<file path="src/hdl/bbfg_ram.sv">
`default_nettype none

module bbfg_ram #(
  parameter int WIDTH = 8,
  parameter int DEPTH = 16
) (
  input  wire logic                     clk,
  input  wire logic                     we,
  input  wire logic [$clog2(DEPTH)-1:0] waddr,
  input  wire logic [WIDTH-1:0]         wdata,
  input  wire logic [$clog2(DEPTH)-1:0] raddr,
  output logic      [WIDTH-1:0]         rdata
);

  logic [WIDTH-1:0] mem [DEPTH];

  // Write port and registered read port
  always_ff @(posedge clk) begin
    if (we) begin
      mem[waddr] <= wdata;
    end
    rdata <= mem[raddr];
  end

endmodule

`default_nettype wire

</file>
<file path="config.mk">
export PLATFORM = sky130hd
export DESIGN_NAME = bbfg_ram
export DESIGN_NICKNAME = d
export VERILOG_FILES = /design/src/hdl/bbfg_ram.sv
export SDC_FILE = /design/constraint.sdc
export NUM_CORES = 1
export LEC_CHECK = 0
export ABC_AREA = 1
export BUFFER_PORTS_ARGS = -buffer_cell sky130_fd_sc_hd__clkbuf_2
export CORE_MARGIN = 2
export CORE_UTILIZATION = 60
export DETAILED_ROUTE_END_ITERATION = 12
export GPL_TIMING_DRIVEN = 0
export PLACE_DENSITY = 0.75
export SLEW_MARGIN = 20
export SYNTH_ARGS = -nofsm -noshare
export SYNTH_HDL_FRONTEND = slang
export SYNTH_SLANG_ARGS = --single-unit
export TNS_END_PERCENT = 50
</file>
<file path="constraint.sdc">
create_clock -name clk -period 1.96 [get_ports clk]
set_input_delay 0.196 -clock clk [delete_from_list [all_inputs] [get_ports clk]]
set_output_delay 0.196 -clock clk [all_outputs]
set_load 0.02 [all_outputs]
</file>
==> metrics.cfg <==
[placed_design]
place_hpwl_mm=8.616
dpl_cell_area_sq_um=6038
io_buffers=22
place_ws_ns=0.2728
place_inst=702
place_congestion=0.9444

[clock_network]
clk_pin_slew_ns=0.06
cts_tree=built
cts_buffers=17
cts_root_buf=clkbuf_8
cts_resized=0
post-cts-setup-buffers=0
clockBufferDepth=2
cts_hold_buf=0
h-tree-depth=4
clkSinkCount=136
insertion_delay_ns=0.51

[detailed_routing]
firstDrtPassIters=6
routed_wl_mm=13.71
wire_per_inst_um=18.70
dr_total_vias=4005
drt-vias-per-instance=5.464
route.detailed.drc=0
first_iter_violations=422
ant_nets=0

[timing]
worst_slew_pin_slew_ns=0.9346
finalMaxSlewViolations=0
min_period_over_period=0.6028
setup_viol=0
rsz0062_at_grt=no
min_period_ns=1.181
relSlewSlack=0.3746
max_freq_mhz=846.5
fin_ws_ns=0.7786
finalHoldViolCount=0
hold_slack_ns=0.1334
tns_ns=0
clock_skew_ns=0.005008

[synth]
syn_nets=569
yosys_register_bits=136
synth_warnings=0
yosys.cell_types.count=12
avgSynthCellArea_sq_um=10.47
synth_seq_area_share=0.6943
netlist_area_sq_um=5767
netlist_instances=551

[critical_path]
cpPeakStageDelay_ns=0.32
worstPathCellList=clkbuf_2
rr_worst_depth=6
worst_path_max_delay_cell=dfxtp_1
arrival_ns=0.99
rrSetupSlack_ns=0.89
critPathKind=flip-flop to primary output
crit_fanout=1
cp_num_buf_inv=1
critPathLaunchType=flip-flop
rr_startpoint=mem[7][3]
cp-end-kind=primary output
critPathTopFamily=flip-flops
worstPathRequired_ns=1.76
regToRegEndpoint=rdata[3]

[finish]
final_util=0.7069
n_fill_cell=696
fin_nets=610
layout_common_cells=173 x nand2_1, 128 x edfxtp_1, 100 x inv_1
layout.cells.non_filler=733
diodes=0
final_common_cell=nand2_1
area_delta_synth_final_pct=13.80
fin_area_sq_um=6563
drive_gt1_frac=0.1275

[status]
outcome=completed

[global_route]
grt_pass1_wl_mm=21.16
grt.total_usage=0.2867
grt_pass1_vias=3881
grt_start_max_net_pins=17
antenna_found_initial=0
overflow=0

[pwr]
powerDensity_nw_per_um2=995.5
total_power_mw=6.533
p_leak_nw=2.875
ir_worst_vdd_mv=0.7402

[hold_path]
whs_path_depth=4
holdCritPathClass=input port to flip-flop
min_to=rdata[1]
min-delay-start=raddr[2]

[floorplanning]
die_w_um=102.0
coreArea_sq_um=9284
die_y_um=102.0
rows=35
ioPinCount=26
initial_utilization=0.6212
die-area_sq_um=10410

[job]
max-cap-violations=0

==> layer usage <==
| metal | wire length, um | GRT usage | up-vias |
|---|---|---|---|
| met5 | 0 | 0 | - |
| met4 | 361 | 0.1097 | 0 |
| met3 | 1313 | 0.06156 | 35 |
| met2 | 6158 | 0.4337 | 211 |
| met1 | 5873 | 0.4143 | 1904 |
| li1 | - | - | 1855 |
==> Yosys cell counts (all sizes together) <==
master  instances  area (sq um)
inv           102         382.9
buf            24         166.4
dfxtp           8         160.2
nand3b          2         15.01
nand2         173         649.4
edfxtp        128          3844
nor2           17         63.81
nand3          97         485.5
==> worst max-delay path by stage <==
stage	start	to	slack, ns	depth (start not counted)
floorplan	waddr[2]	mem[10][0]	0.81	2
global placement	waddr[0]	mem[12][0]	0.29	4
detailed placement	waddr[3]	mem[7][2]	0.27	3
CTS	rdata[0]	rdata[0]	0.77	1
global route	rdata[5]	rdata[5]	0.73	1
finish	rdata[5]	rdata[5]	0.78	1
==> kinds of logic after synthesis <==
logic type | count (synthesis) | share of synthesized area
buf+inv | 126 | 0.09525
flops | 136 | 0.6943
simple gates | 289 | 0.2105
==> registers in the layout (all words and copies together), names as in the netlist <==
| name | cells |
|---|---|
| mem | 128 |
| rdata | 8 |
==> area by class of cell <==
class                           instances  area (sq um)  area share
Multi-Input combinational cell        289          1214      0.1849
Buffer                                 24         166.4     0.02536
Sequential cell                       136          4004      0.6101
Tap cell                              129         161.4     0.02459
Timing Repair Buffer                   22         110.1     0.01678
Inverter                              102         382.9     0.05834
Clock inverter                         14         110.1     0.01678
Clock buffer                           17         414.1     0.06311
==> power breakdown <==
group | switching [mW] | total [mW] | leakage, nW | internal [mW]
Combinational | 0.322 | 0.447 | 1.39 | 0.124
Clock | 1.16 | 2.82 | 0.260 | 1.66
Sequential | 0.0173 | 3.27 | 1.22 | 3.25
Total | 1.50 | 6.53 | 2.88 | 5.03
(Power assumes the default switching activity.)
