File: src/hdl/bbfg_pkg.sv
`default_nettype none

package bbfg_pkg;

  // Largest bitmap side the column store is sized for
  localparam int MAX_SIDE = 1024;

  // Widths derived from the largest side
  localparam int POS_W  = $clog2(MAX_SIDE);
  localparam int SIDE_W = POS_W + 1;
  localparam int RUN_W  = SIDE_W;
  localparam int CHAR_W = POS_W - 2;
  localparam int SHIFT_W = $clog2(SIDE_W);

  // Character codes
  localparam logic [7:0] CH_0 = 8'h30;
  localparam logic [7:0] CH_9 = 8'h39;
  localparam logic [7:0] CH_A = 8'h41;
  localparam logic [7:0] CH_F = 8'h46;

  // One column entry: last pixel seen and current run length
  typedef struct packed {
    logic             prev;
    logic [RUN_W-1:0] run;
  } col_entry_t;

  localparam int COL_W = $bits(col_entry_t);

  // Decode a hex character into four pixels; anything else reads as zero
  function automatic logic [3:0] nibble_of(input logic [7:0] ch);
    logic [7:0] d;
    d = 8'h00;
    if (ch >= CH_0 && ch <= CH_9) begin
      d = ch - CH_0;
    end else if (ch >= CH_A && ch <= CH_F) begin
      d = ch - CH_A + 8'd10;
    end
    return d[3:0];
  endfunction

  // Clamp a side length into range and round down to a multiple of four
  function automatic logic [SIDE_W-1:0] eff_side(input logic [SIDE_W-1:0] v);
    logic [SIDE_W-1:0] s;
    s = v;
    if (s < SIDE_W'(4)) begin
      s = SIDE_W'(4);
    end
    if (s > SIDE_W'(MAX_SIDE)) begin
      s = SIDE_W'(MAX_SIDE);
    end
    return {s[SIDE_W-1:2], 2'b00};
  endfunction

endpackage

`default_nettype wire

File: src/hdl/bbfg_gcd.sv
`default_nettype none

module bbfg_gcd
  import bbfg_pkg::*;
(
  input  wire logic             clk,
  input  wire logic             rst,
  input  wire logic             start,
  input  wire logic [RUN_W-1:0] a_in,
  input  wire logic [RUN_W-1:0] b_in,
  output logic                  done,
  output logic [RUN_W-1:0]      result
);

  logic               busy;
  logic [RUN_W-1:0]   a;
  logic [RUN_W-1:0]   b;
  logic [SHIFT_W-1:0] k;
  logic               finish;
  logic               a_gt_b;
  logic [RUN_W-1:0]   diff;
  logic [RUN_W-1:0]   base;

  // Binary gcd: one compare and subtract per cycle
  always_comb begin
    finish = (a == '0) || (b == '0) || (a == b);
    a_gt_b = a > b;
    diff   = a_gt_b ? (a - b) : (b - a);
    base   = (a == '0) ? b : a;
  end

  // Control
  always_ff @(posedge clk) begin
    if (rst) begin
      busy <= 1'b0;
      done <= 1'b0;
    end else begin
      done <= 1'b0;
      if (start) begin
        busy <= 1'b1;
      end else if (busy && finish) begin
        busy <= 1'b0;
        done <= 1'b1;
      end
    end
  end

  // Operands: strip common twos, halve even ones, subtract odd pairs
  always_ff @(posedge clk) begin
    if (start) begin
      a <= a_in;
      b <= b_in;
      k <= '0;
    end else if (busy) begin
      if (finish) begin
        result <= base << k;
      end else if (!a[0] && !b[0]) begin
        a <= a >> 1;
        b <= b >> 1;
        k <= k + SHIFT_W'(1);
      end else if (!a[0]) begin
        a <= a >> 1;
      end else if (!b[0]) begin
        b <= b >> 1;
      end else if (a_gt_b) begin
        a <= diff >> 1;
      end else begin
        b <= diff >> 1;
      end
    end
  end

endmodule

`default_nettype wire

File: config.mk
export PLATFORM = sky130hd
export DESIGN_NAME = bbfg_gcd
export DESIGN_NICKNAME = d
export VERILOG_FILES = /design/src/hdl/bbfg_pkg.sv /design/src/hdl/bbfg_gcd.sv
export SDC_FILE = /design/constraint.sdc
export NUM_CORES = 1
export LEC_CHECK = 0
export BUFFER_PORTS_ARGS = -buffer_cell sky130_fd_sc_hd__buf_4
export CAP_MARGIN = 25
export CORE_AREA = 5 5 96 98
export DETAILED_ROUTE_END_ITERATION = 10
export DIE_AREA = 0 0 101 103
export GPL_TIMING_DRIVEN = 1
export PLACE_DENSITY = 0.59
export REMOVE_ABC_BUFFERS = 1
export SYNTH_ARGS = -nofsm -noshare
export SYNTH_HDL_FRONTEND = slang
export SYNTH_SLANG_ARGS = --single-unit
File: constraint.sdc
create_clock -name clk -period 6.5 [get_ports clk]
set_input_delay 1.3 -clock clk [delete_from_list [all_inputs] [get_ports clk]]
set_output_delay 1.3 -clock clk [all_outputs]
set_load 0.01 [all_outputs]
==> impl_results.md <==
- Outcome: completed
- WL/cell: 18.09 um
- Synth Cell Area: 3428 um^2
- Largest net degree at the start of global routing: 39
- Hold Path Depth: 2
- Initial antenna violation count: 0
- # DRC: 0
- Vias per cell: 5.802
- # H-tree levels: 2
- CP Max Fanout: 11
- Multi-input logic area: 2090 um^2
- Cell Pwr Density: 292.7 nW/um^2
- CTS tree: done
- Worst path arrival time: 3290 ps
- Ant diodes: 0
- Commonest non-fill, non-tap cells in the layout: buf_4, edfxtp_1, nor2_1
- Sequential fraction of the synthesis area: 32.41%
- Routed vias: 2988
- Max Root-Sink Buffers: 2
- Root Buffer: clkbuf_8
- Post CTS Setup Buffer Count: 0
- Setup tns final: 0 ps
- Crit. End Element: flop
- Synthesis-stage register bit count: 39
- PortBufs: 36
- Cells after Synth: 385
- Worst-Margin Slew: 1067 ps
- # nets final: 456
- Worst vdd ir: 0.1447 mV
- Util after Layout: 45.75%
- Yosys cell types: 62
- FF+latch area: 1111 um^2
- CP peak stage delay: 580 ps
- RSZ-0062 raised after global routing: false
- Worst Min Path Start: busy
- Post-CTS resize count: 0
- Layout cells sized above 1: 15.48%
- WP data required: 6510 ps
- Critical path class: flop to flop
- First-pass GRT wire length: 15010 um
- Die Span Y: 103 um
- Synth top area cells: edfxtp_1, ha_1, dfxtp_1, nor2_1, inv_1
- Worst hold path class: flop to flop
- Area share of the largest cell type after synthesis: 28.91%
- Initial core utilization: 40.91%
- Post-synth top area cell: edfxtp_1
- Layout filler cell count: 818
- Reg2Reg Depth: 9
- Worst path cell trace: inv_1 > ha_1 > nand4_1 > nor3_1 > a311oi_4 > buf_4 > and2_1 > o31ai_1 > buf_4
- Post-synthesis mux area share: 4.015%
- Core Rows: 34
- Vias in the first global route: 2966
- Critical path startpoint: a[8]
- Avg Cell Area, Syn: 8.905 um^2
- Max Clock Freq: 0.3053 GHz
- Clock sink count: 39
- Post-synthesis share of cell area spent on xor and xnor gates: 4.599%
- CTS Buf Count: 5
- Area growth, synth to finish: 11.82%
- Simple-gate area share of the yosys netlist: 18.36%
- Post-DRT Antenna Nets: 0
- Cts hold-fix bufs: 0
- Routed WL: 9318 um
- Commonest register cell after synthesis: edfxtp_1
- Finish-stage setup viols: 0
- Ys Warns: 0
- Core ar.: 8381 um^2
- Ports: 37
- Tmin final: 3275 ps
- Most numerous cell on the critical path: buf_4
- Reg clk slew, reported paths: 80 ps
- Slew Limit Headroom: 28.31%
- Hpwl dp: 7313 um
- Compound-Gate Fraction of Synth Area: 24.27%
- Iteration-0 DRC Markers: 217
- Slew Limit Fails: 0
- Static leakage: 1.567 nW
- Final Skew: 7.947 ps
- Gr ovfl total: 0
- Skew-Pair Late Insertion Delay: 300 ps
- Final period utilization: 50.39%
- Placer Congestion: 0.9587
- Commonest non-fill, non-tap cell in the layout: buf_4
- Total Routing Usage GR: 18.36%
- Die extent in x: 101 um
- Post-synth EDFFs: 33
- Router iterations before antenna repair: 4
- Ys async rst share: 0%
- Die area: 10400 um^2
- Largest family of logic cells by synthesized area: compound AO/OA/AOI/OAI gates
- Crit Reg-Reg Startpoint: a[8]
- Post-synthesis adder-cell area fraction: 9.562%
- Startpoint Class: flop
- MaxCap Viol Count: 0
- Total power: 1.122 mW
- Final Hold Fails: 0
- CP max-delay cell: nor3_1
## where the power goes
part           total [mW]  switching [mW]  internal (mW)
clock               0.174          0.0995         0.0749
sequential          0.370          0.0541          0.316
combinational       0.577           0.341          0.237
total                1.12           0.494          0.628
## per-stage QoR
step | instance area, um^2 | setup WS [ps] | instances | hold slack, ps
2_1_floorplan | 3304 | 3082 | 359 | 492.5
3_3_place_gp | 3745 | 3305 | 507 | 648.5
3_5_place_dp | 3745 | 3261 | 507 | 660.7
4_1_cts | 3834 | 3247 | 515 | 677.9
5_1_grt | 3834 | 3011 | 515 | 697.7
6_report | 3834 | 3225 | 515 | 654.2
## path summary, 6_finish.rpt
path	to	slack, ps
worst min-delay path	busy	650
worst max-delay path	b[9]	3220
worst max register to register	b[9]	3220
worst min register to register	busy	650
## layer usage
metal / up-vias / track usage [%] / wire [um]
met4: 0 / 6.851 / 322
met5: - / 0 / 0
li1: 1466 / - / -
met1: 1403 / 23.12 / 4003
met3: 28 / 2.368 / 381
met2: 91 / 32.15 / 4611
## cell type report
cell class	count	share of cell area (%)
well taps	108	3.525
clock buffers	5	1.795
flip-flops and latches	39	28.98
clock inverters	3	0.5222
repair buffers	40	7.833
inverters	29	2.839
multi-input cells	291	54.50
## logic make-up after synthesis
kind of cell	count (synthesis)
AOI/OAI and AO/OA	114
xor gates and xnor gates	18
adders and majority gates	25
buffers and inverters	55
DFF	39
muxes	12
and+or+nand+nor	122
## state kept, by name, summed over array words and instances, names as in the netlist
signal and flops:
result 11, k 4, b 11, busy 1
done 1, a 11
## worst max-delay path: cells and delay by family (launching register included)
kind,cells,cell delay [ps]
adders and majority gates,1,530
AOI/OAI and AO/OA,2,480
DFF,1,500
buffers and inverters,3,560
and+or+nand+nor,3,900
## synthesized netlist by cell type, drive strengths merged (3+ instances only)
cell and count:
xnor2 7, buf 7, nand3 8, inv 28, nand4 3, or3 4, nor3 12, a22oi 3
and3 4, edfxtp 33, nor2 30, clkbuf 19, o31a 5, a211oi 12, mux2i 7, nand2b 4
nor2b 6, xor2 11, nand2 28, ha 23, nor4b 4, dfxtp 6, nor4 6, a21o 8
o31ai 6, o21a 6, o21ai 20, a21oi 20, mux2 4, nor3b 5, and2 4, a32oi 5
a41oi 6
Note: power is estimated with default switching activity, not from simulation.
